### src/rtl/ial_pkg.sv
`timescale 1ns / 1ps
`default_nettype none
// ----------------------------------------------------------------------------
// Integer ALU package
// Opcodes, error codes, stream packing widths and shared types for the ALU.
// ----------------------------------------------------------------------------
package ial_pkg;

   localparam int OP_W        = 7;
   localparam int OPND_W      = 32;
   localparam int RES_W       = 32;
   localparam int ERR_W       = 2;
   localparam int FLAG_W      = 3;
   localparam int REQ_TDATA_W = 72;
   localparam int RSP_TDATA_W = 40;
   localparam int RSP_PAD_W   = RSP_TDATA_W - RES_W - FLAG_W - ERR_W;

   localparam int FL_C = 0;
   localparam int FL_Z = 1;
   localparam int FL_N = 2;

   localparam logic [OP_W-1:0] OP_ADD   = 7'h00;
   localparam logic [OP_W-1:0] OP_SUB   = 7'h01;
   localparam logic [OP_W-1:0] OP_MUL   = 7'h02;
   localparam logic [OP_W-1:0] OP_UDIV  = 7'h03;
   localparam logic [OP_W-1:0] OP_UREM  = 7'h04;
   localparam logic [OP_W-1:0] OP_MUL2  = 7'h05;
   localparam logic [OP_W-1:0] OP_AND   = 7'h06;
   localparam logic [OP_W-1:0] OP_XOR   = 7'h07;
   localparam logic [OP_W-1:0] OP_OR    = 7'h08;
   localparam logic [OP_W-1:0] OP_SHL   = 7'h09;
   localparam logic [OP_W-1:0] OP_SHR   = 7'h0a;
   localparam logic [OP_W-1:0] OP_POP   = 7'h0b;
   localparam logic [OP_W-1:0] OP_CLZ   = 7'h0c;
   localparam logic [OP_W-1:0] OP_CLO   = 7'h0d;
   localparam logic [OP_W-1:0] OP_BSWAP = 7'h0e;
   localparam logic [OP_W-1:0] OP_ZCNT  = 7'h0f;
   localparam logic [OP_W-1:0] OP_CMP   = 7'h20;
   localparam logic [OP_W-1:0] OP_CMPKP = 7'h21;

   localparam logic [ERR_W-1:0] ERR_NONE    = 2'd0;
   localparam logic [ERR_W-1:0] ERR_DIV0    = 2'd1;
   localparam logic [ERR_W-1:0] ERR_UNKNOWN = 2'd2;

   typedef enum logic [1:0] {
      MODE_MUL,
      MODE_DIV,
      MODE_POP,
      MODE_LZC
   } ial_mode_type;

   typedef enum logic [1:0] {
      ST_IDLE,
      ST_EXEC,
      ST_RUN,
      ST_DONE
   } ial_state_type;

   typedef struct packed {
      logic ready;
      logic load;
      logic step;
      logic finish;
   } ial_ctl_type;

endpackage
`default_nettype wire

### src/rtl/ial_unit.sv
`timescale 1ns / 1ps
`default_nettype none
// ----------------------------------------------------------------------------
// Shared iterative unit
// One adder stepped once a cycle for shift-add multiply, restoring divide,
// ones count and leading-zero count.
// ----------------------------------------------------------------------------
module ial_unit #(
   parameter int DATA_WIDTH = 32
) (
   input  logic                      clock,
   input  logic                      reset,
   input  ial_pkg::ial_ctl_type      ctl,
   input  ial_pkg::ial_mode_type     mode,
   input  logic [DATA_WIDTH-1:0]     load_sh,
   input  logic [DATA_WIDTH-1:0]     load_mc,
   output logic                      last,
   output logic [DATA_WIDTH-1:0]     acc,
   output logic [DATA_WIDTH-1:0]     sh
);
   import ial_pkg::*;

   localparam int CW = $clog2(DATA_WIDTH);
   localparam int AW = DATA_WIDTH + 1;

   logic [DATA_WIDTH-1:0] acc_ff, acc_in;
   logic [DATA_WIDTH-1:0] sh_ff, sh_in;
   logic [DATA_WIDTH-1:0] mc_ff, mc_in;
   logic                  found_ff, found_in;
   logic [CW-1:0]         cnt_ff, cnt_in;
   logic [AW-1:0]         add_x, add_y, add_sum;
   logic                  add_cin;
   logic                  neg;

   always_comb begin
      add_x   = {1'b0, acc_ff};
      add_y   = '0;
      add_cin = 1'b0;
      case (mode)
         MODE_MUL: begin
            add_y = sh_ff[0] ? {1'b0, mc_ff} : '0;
         end
         MODE_DIV: begin
            add_x   = {acc_ff, sh_ff[DATA_WIDTH-1]};
            add_y   = ~{1'b0, mc_ff};
            add_cin = 1'b1;
         end
         MODE_POP: begin
            add_cin = sh_ff[0];
         end
         MODE_LZC: begin
            add_cin = !found_ff && !sh_ff[DATA_WIDTH-1];
         end
         default: begin
            add_cin = 1'b0;
         end
      endcase
   end

   assign add_sum = add_x + add_y + AW'(add_cin);
   assign neg     = add_sum[DATA_WIDTH];

   always_comb begin
      acc_in   = acc_ff;
      sh_in    = sh_ff;
      mc_in    = mc_ff;
      found_in = found_ff;
      cnt_in   = cnt_ff;
      if (ctl.load) begin
         acc_in   = '0;
         sh_in    = load_sh;
         mc_in    = load_mc;
         found_in = 1'b0;
         cnt_in   = '0;
      end else if (ctl.step) begin
         cnt_in = cnt_ff + CW'(1);
         case (mode)
            MODE_MUL: begin
               acc_in = add_sum[DATA_WIDTH-1:0];
               mc_in  = mc_ff << 1;
               sh_in  = sh_ff >> 1;
            end
            MODE_DIV: begin
               acc_in = neg ? add_x[DATA_WIDTH-1:0] : add_sum[DATA_WIDTH-1:0];
               sh_in  = {sh_ff[DATA_WIDTH-2:0], ~neg};
            end
            MODE_POP: begin
               acc_in = add_sum[DATA_WIDTH-1:0];
               sh_in  = sh_ff >> 1;
            end
            MODE_LZC: begin
               acc_in   = add_sum[DATA_WIDTH-1:0];
               found_in = found_ff | sh_ff[DATA_WIDTH-1];
               sh_in    = sh_ff << 1;
            end
            default: begin
               acc_in = acc_ff;
            end
         endcase
      end
   end

   always_ff @(posedge clock) begin
      if (reset) begin
         found_ff <= 1'b0;
         cnt_ff   <= '0;
      end else begin
         found_ff <= found_in;
         cnt_ff   <= cnt_in;
      end
   end

   always_ff @(posedge clock) begin
      acc_ff <= acc_in;
      sh_ff  <= sh_in;
      mc_ff  <= mc_in;
   end

   assign last = (cnt_ff == CW'(DATA_WIDTH - 1));
   assign acc  = acc_ff;
   assign sh   = sh_ff;

endmodule
`default_nettype wire

### src/rtl/ial_seq.sv
`timescale 1ns / 1ps
`default_nettype none
// ----------------------------------------------------------------------------
// ALU sequencer
// Steps each item through execute, iterate (iterative items only) and write-back.
// ----------------------------------------------------------------------------
module ial_seq (
   input  logic                 clock,
   input  logic                 reset,
   input  logic                 req_tvalid,
   input  logic                 iterative,
   input  logic                 last,
   input  logic                 out_free,
   output ial_pkg::ial_ctl_type ctl
);
   import ial_pkg::*;

   ial_state_type state_ff, state_in;

   always_comb begin
      state_in = state_ff;
      case (state_ff)
         ST_IDLE: begin
            if (req_tvalid) begin
               state_in = ST_EXEC;
            end
         end
         ST_EXEC: begin
            state_in = iterative ? ST_RUN : ST_DONE;
         end
         ST_RUN: begin
            if (last) begin
               state_in = ST_DONE;
            end
         end
         ST_DONE: begin
            if (out_free) begin
               state_in = ST_IDLE;
            end
         end
         default: begin
            state_in = ST_IDLE;
         end
      endcase
   end

   always_comb begin
      ctl = '0;
      case (state_ff)
         ST_IDLE: begin
            ctl.ready = 1'b1;
         end
         ST_EXEC: begin
            ctl.load = iterative;
         end
         ST_RUN: begin
            ctl.step = 1'b1;
         end
         ST_DONE: begin
            ctl.finish = out_free;
         end
         default: begin
            ctl = '0;
         end
      endcase
   end

   always_ff @(posedge clock) begin
      if (reset) begin
         state_ff <= ST_IDLE;
      end else begin
         state_ff <= state_in;
      end
   end

endmodule
`default_nettype wire

### src/rtl/integer_alu_with_flags.sv
`timescale 1ns / 1ps
`default_nettype none
// ----------------------------------------------------------------------------
// Integer ALU with flags
// Integer ALU with an N/Z/C flag register, iterative multiply, divide and
// bit counts.
// ----------------------------------------------------------------------------
// The block takes one item at a time and holds req_tready low until that
// item's result has been written to the output register. Add, subtract,
// logic, shift, byte swap and compare items, and items that end in an error,
// go from execute straight to write-back. Multiply, divide, remainder, ones
// and zero counts and leading counts also pass through the iterate state,
// where they run through one shared adder that handles one bit per cycle.
// The next item is accepted once the block is back in idle after the result
// is written; a result that is still held delays the write of the next.
// Division by zero gives error code 1 and an unknown opcode error code 2;
// both return zero and leave the flags unchanged.
module integer_alu_with_flags #(
   parameter int DATA_WIDTH = 32
) (
   input  logic                              clock,
   input  logic                              reset,
   input  logic                              req_tvalid,
   output logic                              req_tready,
   // op [6:0], operand_a [38:7], operand_b [70:39], zero [71]
   input  logic [ial_pkg::REQ_TDATA_W-1:0]   req_tdata,
   output logic                              rsp_tvalid,
   input  logic                              rsp_tready,
   // result [31:0], flag_carry [32], flag_zero [33], flag_negative [34],
   // error_code [36:35], zero [39:37]
   output logic [ial_pkg::RSP_TDATA_W-1:0]   rsp_tdata
);
   import ial_pkg::*;

   localparam int SW     = $clog2(DATA_WIDTH);
   localparam int NBYTES = DATA_WIDTH / 8;
   localparam logic [DATA_WIDTH-1:0] WIDTH_VAL = DATA_WIDTH'(DATA_WIDTH);
   localparam logic [DATA_WIDTH-1:0] TOP_BIT   = {1'b1, {(DATA_WIDTH-1){1'b0}}};

   ial_ctl_type           ctl;
   ial_mode_type          mode;
   logic                  iterative;
   logic                  last;
   logic                  out_free;
   logic [DATA_WIDTH-1:0] load_sh;
   logic [DATA_WIDTH-1:0] unit_acc, unit_sh;

   logic [OP_W-1:0]       op_ff, op_in;
   logic [DATA_WIDTH-1:0] a_ff, a_in;
   logic [DATA_WIDTH-1:0] b_ff, b_in;
   logic [FLAG_W-1:0]     flag_ff, flag_in;
   logic                  rsp_valid_ff, rsp_valid_in;
   logic [RSP_TDATA_W-1:0] rsp_data_ff, rsp_data_in;

   logic [DATA_WIDTH-1:0] sum, diff, shl_val, shr_val, bswap_val, r;
   logic                  carry, slt, div_zero, basic, c_new;
   logic [FLAG_W-1:0]     cmp_flags;
   logic [ERR_W-1:0]      err;

   assign op_in = req_tdata[OP_W-1:0];
   assign a_in  = DATA_WIDTH'(req_tdata[OP_W +: OPND_W]);
   assign b_in  = DATA_WIDTH'(req_tdata[OP_W + OPND_W +: OPND_W]);

   assign {carry, sum} = {1'b0, a_ff} + {1'b0, b_ff};
   assign diff         = a_ff - b_ff;
   assign slt          = (a_ff ^ TOP_BIT) < (b_ff ^ TOP_BIT);
   assign div_zero     = (b_ff == '0);
   assign shl_val      = (b_ff >= WIDTH_VAL) ? '0 : (a_ff << b_ff[SW-1:0]);
   assign shr_val      = (b_ff >= WIDTH_VAL) ? '0 : (a_ff >> b_ff[SW-1:0]);

   always_comb begin
      cmp_flags       = '0;
      cmp_flags[FL_C] = carry;
      cmp_flags[FL_Z] = (sum == '0);
      cmp_flags[FL_N] = sum[DATA_WIDTH-1];
   end

   always_comb begin
      bswap_val = '0;
      for (int i = 0; i < NBYTES; i++) begin
         bswap_val[8*(NBYTES-1-i) +: 8] = sum[8*i +: 8];
      end
   end

   always_comb begin
      iterative = 1'b0;
      mode      = MODE_MUL;
      load_sh   = a_ff;
      r         = '0;
      err       = ERR_NONE;
      basic     = 1'b1;
      c_new     = flag_ff[FL_C];
      flag_in   = flag_ff;
      case (op_ff)
         OP_ADD: begin
            r     = sum;
            c_new = carry;
         end
         OP_SUB: begin
            r     = diff;
            c_new = slt;
         end
         OP_MUL, OP_MUL2: begin
            iterative = 1'b1;
            r         = unit_acc;
         end
         OP_UDIV: begin
            mode = MODE_DIV;
            r    = unit_sh;
            if (div_zero) begin
               err   = ERR_DIV0;
               basic = 1'b0;
               r     = '0;
            end else begin
               iterative = 1'b1;
            end
         end
         OP_UREM: begin
            mode = MODE_DIV;
            r    = unit_acc;
            if (div_zero) begin
               err   = ERR_DIV0;
               basic = 1'b0;
               r     = '0;
            end else begin
               iterative = 1'b1;
            end
         end
         OP_AND: begin
            r = a_ff & b_ff;
         end
         OP_XOR: begin
            r = a_ff ^ b_ff;
         end
         OP_OR: begin
            r = a_ff | b_ff;
         end
         OP_SHL: begin
            r = shl_val;
         end
         OP_SHR: begin
            r = shr_val;
         end
         OP_POP: begin
            iterative = 1'b1;
            mode      = MODE_POP;
            load_sh   = sum;
            r         = unit_acc;
         end
         OP_ZCNT: begin
            iterative = 1'b1;
            mode      = MODE_POP;
            load_sh   = ~sum;
            r         = unit_acc;
         end
         OP_CLZ: begin
            iterative = 1'b1;
            mode      = MODE_LZC;
            load_sh   = sum;
            r         = unit_acc;
         end
         OP_CLO: begin
            iterative = 1'b1;
            mode      = MODE_LZC;
            load_sh   = ~sum;
            r         = unit_acc;
         end
         OP_BSWAP: begin
            r = bswap_val;
         end
         OP_CMP: begin
            r       = DATA_WIDTH'(cmp_flags);
            basic   = 1'b0;
            flag_in = cmp_flags;
         end
         OP_CMPKP: begin
            r     = DATA_WIDTH'(cmp_flags);
            basic = 1'b0;
         end
         default: begin
            err   = ERR_UNKNOWN;
            basic = 1'b0;
         end
      endcase
      if (basic) begin
         flag_in[FL_C] = c_new;
         flag_in[FL_Z] = (r == '0);
         flag_in[FL_N] = r[DATA_WIDTH-1];
      end
   end

   assign out_free     = !rsp_valid_ff || rsp_tready;
   assign rsp_data_in  = {{RSP_PAD_W{1'b0}}, err, flag_in, RES_W'(r)};
   assign rsp_valid_in = ctl.finish ? 1'b1 : (rsp_tready ? 1'b0 : rsp_valid_ff);

   ial_seq u_seq (
      .clock      (clock),
      .reset      (reset),
      .req_tvalid (req_tvalid),
      .iterative  (iterative),
      .last       (last),
      .out_free   (out_free),
      .ctl        (ctl)
   );

   ial_unit #(
      .DATA_WIDTH (DATA_WIDTH)
   ) u_unit (
      .clock   (clock),
      .reset   (reset),
      .ctl     (ctl),
      .mode    (mode),
      .load_sh (load_sh),
      .load_mc (b_ff),
      .last    (last),
      .acc     (unit_acc),
      .sh      (unit_sh)
   );

   always_ff @(posedge clock) begin
      if (reset) begin
         flag_ff      <= '0;
         rsp_valid_ff <= 1'b0;
      end else begin
         rsp_valid_ff <= rsp_valid_in;
         if (ctl.finish) begin
            flag_ff <= flag_in;
         end
      end
   end

   always_ff @(posedge clock) begin
      if (req_tvalid && ctl.ready) begin
         op_ff <= op_in;
         a_ff  <= a_in;
         b_ff  <= b_in;
      end
      if (ctl.finish) begin
         rsp_data_ff <= rsp_data_in;
      end
   end

   assign req_tready = ctl.ready;
   assign rsp_tvalid = rsp_valid_ff;
   assign rsp_tdata  = rsp_data_ff;

endmodule
`default_nettype wire
### config.mk
export PLATFORM = sky130hd
export DESIGN_NAME = integer_alu_with_flags
export DESIGN_NICKNAME = d
export VERILOG_FILES = /design/src/rtl/ial_pkg.sv /design/src/rtl/ial_unit.sv /design/src/rtl/ial_seq.sv /design/src/rtl/integer_alu_with_flags.sv
export SDC_FILE = /design/constraint.sdc
export NUM_CORES = 1
export LEC_CHECK = 0
export ABC_AREA = 1
export BUFFER_PORTS_ARGS = -buffer_cell sky130_fd_sc_hd__buf_2
export CAP_MARGIN = 20
export CORE_ASPECT_RATIO = 2
export CORE_MARGIN = 2
export CORE_UTILIZATION = 35
export CTS_CLUSTER_SIZE = 24
export DETAILED_ROUTE_END_ITERATION = 10
export SYNTH_ARGS = -nofsm -noshare
export SYNTH_HDL_FRONTEND = slang
export SYNTH_SLANG_ARGS = --single-unit
### constraint.sdc
create_clock -name clock -period 5.85 [get_ports clock]
set_clock_uncertainty 0.1 [all_clocks]
set_input_delay 0 -clock clock [delete_from_list [all_inputs] [get_ports clock]]
set_output_delay 0 -clock clock [all_outputs]
set_load 0.02 [all_outputs]
---- Word-level counts from Yosys, hierarchy flattened ----
Cells that the tools add are included.
storage, ports and cells
  register bits after elaboration ......... 216
  input port bits ......................... 76
  word-level logic and storage cells ...... 125
cells by class
  add/sub/neg operators ................... 5
  magnitude comparators ................... 2
  eq/ne operators ......................... 27
  shifts and indexed selects .............. 2
  mux-type cells .......................... 38
  bitwise gates (word level) .............. 9
  reductions and logical operators ........ 30
operator list
  cell                                                                 count
  case mux 32 bit (12 select lines)                                    1
  2-to-1 mux 32 bit                                                    11
  case mux 32 bit (2 select lines)                                     2
  zero test 32 bit                                                     3
  case mux 32 bit (3 select lines)                                     1
  case mux 33 bit (2 select lines)                                     1
  == test 7 x 4 -> 1 bit (second input constant)                       8
  adder 32 x 32 -> 33 bit                                              1
  adder 33 x 1 -> 33 bit                                               1
  adder 33 bit                                                         1
  2-to-1 mux 33 bit                                                    1
  inverter 32 -> 33 bit                                                1
  bitwise AND 32 bit                                                   1
  greater-or-equal comparator 32 x 6 -> 1 bit (second input constant)  1
  less-than comparator 32 bit                                          1
  inverter 32 bit                                                      1
  OR 32 bit                                                            1
  left shift 32 x 5 -> 32 bit                                          1
  >> shifter 32 x 5 -> 32 bit                                          1
  subtractor 32 bit                                                    1
  XOR 32 bit                                                           1
  == test 7 x 3 -> 1 bit (second input constant)                       4
  OR reduction 16 bit                                                  1
  OR reduction 2 bit                                                   8
  other kinds (30)                                                     59

---- Logic depth before layout (Yosys ltp) ----
Gate-level depths: netlist of run 1.
  depth in word-level cells ............... 11
  gate-level depth with buffers ........... 34
  gate-level depth less buffers ........... 33

---- Hierarchy ----
A second synthesis of run 1 with hierarchy kept.
second synthesis, totals
  cell total of the unflattened synthesis .. 4054
  area, all modules ....................... 24015.5 um^2
modules (own cells, without submodules)
  module                  times used  cells each  area an instance (um^2)  seq. area each (um^2)
  integer_alu_with_flags  1           2750        15673.8                  3323.2
  ial_unit                1           1271        8129.0                   2682.6
  ial_seq                 1           33          212.7                    40.0

---- Worst setup path before layout of run 1 ----
OpenSTA, ideal clock, no wires.
  path kind ............................... flip-flop to flip-flop
  from .................................... reg op_ff[1]
  to ...................................... reg u_unit.acc_ff[19], in the netlist u_unit.acc[19]
  setup time .............................. 0.146 ns
  data arrival time ....................... 4.082 ns
  data required time ...................... 5.604 ns
  slack ................................... 1.523 ns
  stages on the path, launching flop included .. 32
  period minus slack after synthesis ...... 4.327 ns
  path through ............................ edfxtp_1 -> nand2_2 -> nor2_4 -> nand2_4 -> inv_4 -> nor2_8 -> buf_1 -> buf_1 -> nand2_1 -> o21ai_0 -> fa_1 -> inv_1 -> fa_1 -> nand3_1 -> nand3_1 -> nand2_1 -> nand2_1 -> nand2_1 -> nand2_2 -> nand2_1 -> nand2_1 -> nand4_1 -> nand2_1 -> nand4_1 -> nand2_1 -> or2_1 -> nand2_2 -> nor2_4 -> buf_6 -> buf_6 -> o211ai_1 -> o21ai_0
on the way
  cells in the longest elaborated chain, start to end .. 9
  elaborated cells between the ends (all ways) .. 27
  those cells by class .................... add/sub (2); eq/ne (11); mux (8); reduce/logical (6)
ends and longest elaborated chain
  element                                                                RTL line                        RTL
  start, declared                                                        integer_alu_with_flags.sv:48    logic [OP_W-1:0] op_ff, op_in;
  start signal, assigned                                                 integer_alu_with_flags.sv:234   op_ff <= op_in;
  == test 7 x 4 -> 1 bit (tied with other cells)                         integer_alu_with_flags.sv:94    case (op_ff)
  OR reduction 2 bit (no line)                                           --
  case mux 2 bit (3 select lines)                                        integer_alu_with_flags.sv:94
  == test 2 x 1 -> 1 bit or zero test 2 bit (tied branches)              ial_unit.sv:39, ial_unit.sv:77
  case mux 33 bit (2 select lines) or 2-to-1 mux 33 bit (tied branches)  ial_unit.sv:39                  case (mode)
  adder 33 bit                                                           ial_unit.sv:60                  assign add_sum = add_x + add_y + AW'(add_cin);
  adder 33 x 1 -> 33 bit                                                 ial_unit.sv:60
  2-to-1 mux 32 bit                                                      ial_unit.sv:84                  acc_in = neg ? add_x[DATA_WIDTH-1:0] : add_sum[DATA_WIDTH-1:0];
  case mux 32 bit (2 select lines)                                       ial_unit.sv:77                  case (mode)
  end signal, assigned                                                   ial_unit.sv:114                 acc_ff <= acc_in;
  end, declared                                                          ial_unit.sv:26                  logic [DATA_WIDTH-1:0] acc_ff, acc_in;
Parallel ways exist; a longest one is shown, timed or not.
A chain may end at the register's enable or synchronous reset.

---- Final worst setup path of run 1 ----
  from .................................... reg op_ff[3]
  to ...................................... reg u_unit.acc_ff[19], in the netlist u_unit.acc[19]
Same word-level chain as after synthesis.

==> metrics.csv, run 1 <==
stage,metric,value,unit
die,num rows,131,
worst_setup_path,Worst EP arrival,5.24,ns
yosys,fraction of registers with async set/reset,0,
power_and_ir_drop,combinational fraction of design power,0.642,
global_routing,vias in the first global route,25600,
power_and_ir_drop,pwr/cell area,461,nW/um2
routing,Initial DRC Count,2427,
yosys,synth cell count leaders,"1,084 x nand2_1, 481 x nand3_1, 392 x inv_1, 388 x nor2_1, 246 x o21ai_0",
cts,CTS sink count,216,
placement,HPWL after DPL,98200,um
sta,worst-margin pin slew,1.22,ns
worst_setup_path,reg2reg end,u_unit.acc[19]$_SDFFE_PP0P_,
hold_path,hold path depth,2,
sta,Tmin final,4.86,ns
sta,Final Hold Fails,0,
routing,via/cell ratio,5.75,
yosys,Synth warnings,0,
yosys,fraction of the mapped netlist area in adder cells,0.0782,
worst_setup_path,critical path's largest stage delay,0.51,ns
global_routing,GRT overflow,0,
cts,PostCTS Resize Cnt,0,
placement,routability congestion estimate,1.09,
yosys,post-synthesis mux area share,0,
routing,# DRC,0,
die,Die H,362,um
yosys,Synth Area in Simple Gates,0.388,
hold_path,min-delay worst type,primary input to flip-flop,
worst_setup_path,Worst setup EP type,flip-flop,
sta,Slew HR,0.177,
routing,via count,26200,
power_and_ir_drop,Static Leak,11.9,nW
worst_setup_path,R2R depth,30,
yosys,Synth Area in Compound Gates,0.147,
sta,fmax,206,MHz
power_and_ir_drop,sequential power share,0.233,
finish,Final nets,3952,
yosys,most common cell in the netlist,nand2_1,
worst_setup_path,FF-to-FF Start,op_ff[3]$_DFFE_PP_,
cts,Worst-path clk slew,0.08,ns
worst_setup_path,critical path class,flip-flop to flip-flop,
yosys,synthesized-area fraction occupied by xor and xnor cells,0.0132,
cts,number of CTS-inserted buffers,22,
global_routing,largest net degree at the start of global routing,95,
power_and_ir_drop,Worst VDD drop,0.296,mV
yosys,synth unique cells,54,
sta,Final TNS setup,0,ns
die,IO Pins,118,
yosys,Post-Syn Instances,3626,
die,initial core utilization,0.353,
sta,final slew viol count,0,
sta,period utilization,0.830,
worst_setup_path,crit start category,flip-flop,
power_and_ir_drop,Psw,0.00662,W
status,status,finished clean,
worst_setup_path,Crit Path Max Fanout,23,
worst_setup_path,worst reg2reg setup slack,0.99,ns
finish,ratio of cells with drive above 1 in the final layout,0.0693,
hold_path,min-delay src,req_tdata[14],
yosys,cell area after synthesis,22500,um2
global_routing,antenna violations before repair,3,
worst_setup_path,Critical Path RT,6.24,ns
yosys,register area share after synthesis,0.269,
power_and_ir_drop,Pint,0.00501,W
power_and_ir_drop,total power,0.0116,W
sta,unrepaired setup endpoints after global routing,false,
worst_setup_path,cell mode on critical path,nand2_1,
die,core area,63600,um2
finish,fillcell total,7135,
routing,DR WL/cell,26.7,um
yosys,main combinational cell family by area after synthesis,simple AND/OR/NAND/NOR gates,
power_and_ir_drop,Clk pwr share,0.125,
yosys,"Avg Cell Area, Syn",6.20,um2
power_and_ir_drop,sw frac,0.569,
finish,area of the multi-input gates,14100,um2
yosys,cell taking the most area after synthesis,edfxtp_1,
yosys,#FFs+latches synth,216,
cts,CTS tree,done,
cts,htree depth,1,
cts,Worst-Skew Late Latency,0.58,ns
finish,Layout area overhead,12.1,%
yosys,Synth Flop Type,edfxtp_1,
run,Max-Cap Viols,0,
die,chip width,183,um
yosys,share of the synthesized area in the top cell type,0.230,
sta,# setup viols final,0,
hold_path,hold path endpoint,a_ff[7]$_DFFE_PP_,
placement,PortBufs,113,
finish,FF/Latch Area,6050,um2
routing,total wire length,121000,um
routing,ANT nets after route,0,
global_routing,first-pass GRT wire length,170000,um
yosys,"top cells by area, synth","edfxtp_1 23%, nand2_1 18%, nand3_1 11%",
global_routing,gr usage total,0.359,
worst_setup_path,"slowest stage cell, crit path",fa_1,
cts,root buffer cell,clkbuf_16,
cts,Max clock buf depth,3,
die,die area,66400,um2
routing,drt pass-1 iters,9,
yosys,"EDFF count, synth",172,
==> per-stage QoR <==
step                       util  instances  setup WS, ns  hold WS (ns)  cell area (um2)
after floorplan               -       3628          1.52       -0.0309            22500
after global placement    0.372       4431          1.09        0.0762            23700
after detailed placement  0.372       4431          1.02        0.0781            23700
after CTS                 0.396       4548          1.01      0.000585            25200
after global routing      0.396       4551         0.651        0.0242            25200
final                     0.396       4554         0.992        0.0275            25200
==> worst max path at each step <==
stage                       start                     endpoint  slack [ns]  depth (start not counted)
4_1_cts        op_ff[3]$_DFFE_PP_   u_unit.acc[5]$_SDFFE_PP0P_        1.01                         30
3_5_place_dp   op_ff[3]$_DFFE_PP_   u_unit.acc[5]$_SDFFE_PP0P_        1.02                         30
3_3_place_gp   op_ff[3]$_DFFE_PP_   u_unit.acc[5]$_SDFFE_PP0P_        1.09                         30
6_report       op_ff[3]$_DFFE_PP_  u_unit.acc[19]$_SDFFE_PP0P_        0.99                         30
5_1_grt        op_ff[3]$_DFFE_PP_  u_unit.acc[30]$_SDFFE_PP0P_        0.65                         33
2_1_floorplan  op_ff[1]$_DFFE_PP_  u_unit.acc[19]$_SDFFE_PP0P_        1.52                         31
==> sequential cells by signal (all words and copies together), names as in the netlist <==
name / flops
rsp_tdata: 37
a_ff: 32
b_ff: 32
u_unit.acc: 32
u_unit.mc_ff: 32
u_unit.sh: 32
op_ff: 7
u_unit.cnt_ff: 5
flag_ff: 3
u_seq.state_ff: 2
rsp_tvalid: 1
u_unit.found_ff: 1
==> final cells by class <==
class                      count  share of cell area
antenna                        3            0.000298
sequential                   216               0.240
clock inverter                15             0.00477
clock buffer                  24              0.0230
tap                          798              0.0396
timing repair buffer         245              0.0711
multi-input combinational   2841               0.560
inverter                     412              0.0616
==> cell usage in the layout, fill, tap and decap left out, types with 5 or more instances in the layout <==
cell,synthesis,layout
a211oi_1,5,5
nand3_1,481,481
o21bai_1,5,5
clkinv_2,0,8
buf_2,69,113
xor2_1,23,23
nand4_1,38,38
o21ai_1,23,23
o221ai_1,14,14
inv_1,392,389
nand2_2,12,12
inv_2,16,18
nor2_2,5,8
buf_4,17,50
o211ai_1,54,54
xnor2_1,11,11
dfxtp_1,44,44
ha_1,134,134
nor2_4,4,5
o22ai_1,35,35
nand3b_1,8,8
a21oi_1,166,166
nor2_1,388,384
edfxtp_1,172,172
dlygate4sd3_1,0,79
nor3_1,34,33
a31oi_1,22,22
o21ai_0,246,246
clkbuf_16,0,23
nand2_1,1084,1084
and2_1,7,7
==> per-layer routing <==
layer / global-route usage / share of wire / vias to the layer above
li1: - / - / 12200
met1: 0.346 / 0.32 / 12200
met2: 0.631 / 0.49 / 1229
met3: 0.0445 / 0.057 / 506
met4: 0.385 / 0.13 / 0
met5: 0 / 0 / -
==> worst max-delay path: cells and delay by family (launching register included) <==
kind            cells  cell delay [ns]
simple gates       21             2.48
buf+inv             5             0.85
fa+ha+maj           1             0.51
flops               1             0.47
compound gates      3             0.34
==> cell families after synthesis <==
family                     Yosys count
other                                1
DFF                                216
and+or+nand+nor                   2077
buffers and inverters              571
AOI/OAI and AO/OA                  589
adders and majority gates          138
xor gates and xnor gates            34
==> repair_timing <==
item,CTS,global route
endpoints found under the hold margin,92,8
endpoints found under the setup margin,0,0
setup buffers,0,0
hold buffers,78,1
==> power by group through the flow <==
stage	clock network [W]	registers [W]	logic (W)
global placement	0	0.00272	0.00709
global route	0.00153	0.00275	0.00799
floorplan	0	0.00255	0.00462
detailed placement	0	0.00272	0.00710
finish	0.00146	0.00271	0.00746
CTS	0.00149	0.00270	0.00719
Note: power is estimated with default switching activity, not from simulation.
==> run 2, diff against run 1 <==
==> constraint.sdc (replaced) <==
create_clock -name clock -period 4.1 [get_ports clock]
set_clock_uncertainty 0.1 [all_clocks]
set_input_delay 0 -clock clock [delete_from_list [all_inputs] [get_ports clock]]
set_output_delay 0 -clock clock [all_outputs]
set_load 0.02 [all_outputs]
==> run 2 against run 1 <==
  * Wire length up 6.2%
  * Final area up 12%
  * Critical path depth up 4
  * Global-route usage up 2.2 points
  * Core utilization up 4.7 points
  * Sequential share of layout area down 2.6 points
  * Cell count up 7.2%
  * Flip-flop and latch count unchanged
  * Largest cell class unchanged
  * Largest power group unchanged
==> metrics.csv, run 2 (same netlist as run 1, synthesis figures left out) <==
stage,metric,value,unit,change
worst_setup_path,Critical Path Sink,u_unit.acc[14]$_SDFFE_PP0P_,,was u_unit.acc[19]$_SDFFE_PP0P_
die,Die H,362,um,unchanged
worst_setup_path,Worst setup EP type,flip-flop,,unchanged
worst_setup_path,reg2reg end,u_unit.acc[14]$_SDFFE_PP0P_,,was u_unit.acc[19]$_SDFFE_PP0P_
hold_path,min-delay worst type,primary input to flip-flop,,unchanged
power_and_ir_drop,Static Leak,13.6,nW,was 11.9 nW
placement,PortBufs,113,,unchanged
sta,Final Hold Fails,0,,unchanged
run,Max-Cap Viols,0,,unchanged
placement,HPWL after DPL,106000,um,"was 98,200 um"
routing,total wire length,129000,um,"was 121,000 um"
die,die area,66400,um2,unchanged
routing,# DRC,0,,unchanged
worst_setup_path,cell mode on critical path,nand2_1,,unchanged
finish,number of flip-flops under the largest register name,37,,unchanged
worst_setup_path,Worst Path Buf+Inv,7,,was 5
routing,drt pass-1 iters,6,,was 9
routing,Initial DRC Count,2436,,"was 2,427"
routing,ANT nets after route,0,,unchanged
sta,fmax,248,MHz,was 206 MHz
die,IO Pins,118,,unchanged
die,chip width,183,um,unchanged
cts,Worst-path clk slew,0.07,ns,was 0.08 ns
worst_setup_path,Worst EP arrival,4.46,ns,was 5.24 ns
sta,Final TNS setup,0,ns,unchanged
worst_setup_path,R2R depth,34,,was 30
routing,via count,27600,,"was 26,200"
sta,worst-margin pin slew,0.958,ns,was 1.22 ns
die,initial core utilization,0.353,,unchanged
sta,unrepaired setup endpoints after global routing,true,,was false
worst_setup_path,critical path's largest stage delay,0.45,ns,was 0.51 ns
global_routing,gr usage total,0.382,,was 0.359
cts,htree depth,1,,unchanged
sta,Slew HR,0.355,,was 0.177
worst_setup_path,worst reg2reg setup slack,0.07,ns,was 0.99 ns
worst_setup_path,critical path class,flip-flop to flip-flop,,unchanged
global_routing,antenna violations before repair,4,,was 3
placement,Setup WS pre-CTS,-0.193,ns,was 1.02 ns
cts,CTS sink count,216,,unchanged
die,core area,63600,um2,unchanged
cts,Max clock buf depth,3,,unchanged
global_routing,GRT overflow,0,,unchanged
die,num rows,131,,unchanged
cts,Worst-Skew Late Latency,0.59,ns,was 0.58 ns
global_routing,vias in the first global route,27700,,"was 25,600"
finish,Final nets,4285,,"was 3,952"
worst_setup_path,family with the most delay on the worst path,simple AND/OR/NAND/NOR gates,,unchanged
power_and_ir_drop,Worst VDD drop,0.494,mV,was 0.296 mV
cts,root buffer cell,clkbuf_16,,unchanged
finish,"commonest non-fill, non-tap cell in the layout",nand2_1,,unchanged
power_and_ir_drop,total power,0.0185,W,was 0.0116 W
placement,Placed Cells,4754,,"was 4,431"
worst_setup_path,FF-to-FF Start,op_ff[3]$_DFFE_PP_,,unchanged
sta,period utilization,0.984,,was 0.830
finish,most frequent cells in the layout,"1,068 x nand2_1, 478 x nand3_1, 383 x inv_1, 380 x nor2_1, 357 x buf_4",,"was 1,084 x nand2_1, 481 x nand3_1, 389 x inv_1, 384 x nor2_1, 246 x o21ai_0"
finish,Final Non-Filler Cells,4884,,"was 4,554"
worst_setup_path,crit path launch,op_ff[3]$_DFFE_PP_,,unchanged
sta,# setup viols final,0,,unchanged
status,status,finished clean,,unchanged
worst_setup_path,crit start category,flip-flop,,unchanged
worst_setup_path,Crit Path Max Fanout,6,,was 23
placement,routability congestion estimate,1.09,,about the same
routing,DR WL/cell,26.4,um,was 26.7 um
worst_setup_path,"slowest stage cell, crit path",edfxtp_1,,was fa_1
power_and_ir_drop,pwr/cell area,657,nW/um2,was 461 nW/um2
global_routing,largest net degree at the start of global routing,72,,was 95
worst_setup_path,Critical Path RT,4.52,ns,was 6.24 ns
routing,via/cell ratio,5.65,,was 5.75
sta,final slew viol count,0,,unchanged
finish,Layout area overhead,25.5,%,was 12.1%
cts,number of CTS-inserted buffers,22,,unchanged
global_routing,first-pass GRT wire length,181000,um,"was 170,000 um"
cts,CTS tree,done,,unchanged
sta,Tmin final,4.03,ns,was 4.86 ns
finish,ratio of cells with drive above 1 in the final layout,0.156,,was 0.0693
worst_setup_path,number of cells on the critical path,34,,was 30
sta,setup slack after layout,0.0659,ns,was 0.992 ns
==> run 2: cell types whose count changed in the layout (fill, tap and decap cells not counted), sizes merged <==
cell / before / now
buf: 166 / 501
inv: 413 / 409
dlygate4sd3: 79 / 75
clkinvlp: 1 / 6
clkinv: 12 / 6
diode: 3 / 1
clkbuf: 24 / 30
==> run 2: how the worst min path moves through the flow <==
stage | start | endpoint | slack [ns] | cells after the start
finish | req_tdata[54] | b_ff[15]$_DFFE_PP_ | 0.02 | 2
global route | req_tdata[13] | a_ff[6]$_DFFE_PP_ | 0.02 | 2
CTS | req_tdata[51] | b_ff[12]$_DFFE_PP_ | 0.002 | 2
detailed placement | req_tdata[15] | a_ff[8]$_DFFE_PP_ | 0.08 | 1
global placement | req_tdata[48] | b_ff[9]$_DFFE_PP_ | 0.08 | 1
floorplan | reset | rsp_tvalid$_SDFFE_PP0P_ | -0.03 | 1
==> run 2: layer usage <==
metal  track usage  vias up  share of wire
met2         0.678     1248           0.49
met1         0.375    12900           0.33
met3        0.0463      539          0.055
met5             0        -              0
met4         0.378        0           0.12
li1              -    12900              -
==> run 2: cell type report <==
type | count | area (um2)
timing repair buffer | 578 | 4610
antenna | 1 | 2.50
inverter | 412 | 1570
fill | 6992 | 35400
clock inverter | 10 | 100
tap | 798 | 998
clock buffer | 28 | 594
multi-input combinational | 2841 | 14300
sequential | 216 | 6050
==> run 2: per-stage QoR <==
step | utilization | cell area, um2 | hold slack [ns]
floorplan | - | 22500 | -0.0309
global placement | 0.414 | 26300 | 0.0759
detailed placement | 0.414 | 26300 | 0.0781
CTS | 0.439 | 27900 | 0.00189
global route | 0.444 | 28200 | 0.0250
finish | 0.444 | 28200 | 0.0223
==> run 2: worst reg2reg max path: cells and delay by family, from the launching register on <==
kind,cells,cell delay (ns)
buf+inv,7,0.68
flops,1,0.45
compound gates,2,0.15
fa+ha+maj,2,0.60
simple gates,23,2.00
==> run 2: what timing repair did <==
action	CTS	global route
hold buffers	75	0
hold endpoints to repair	83	0
resized for setup	21	76
pin swaps	14	27
setup buffers	5	7
cloned	1	2
endpoints found under the setup margin	31	35
==> run 2: power by group <==
group	switching, W	leakage [nW]	total [W]	internal (W)
registers	0.000594	1.98	0.00378	0.00319
clock network	0.000989	0.325	0.00209	0.00110
logic	0.00840	11.3	0.0127	0.00425
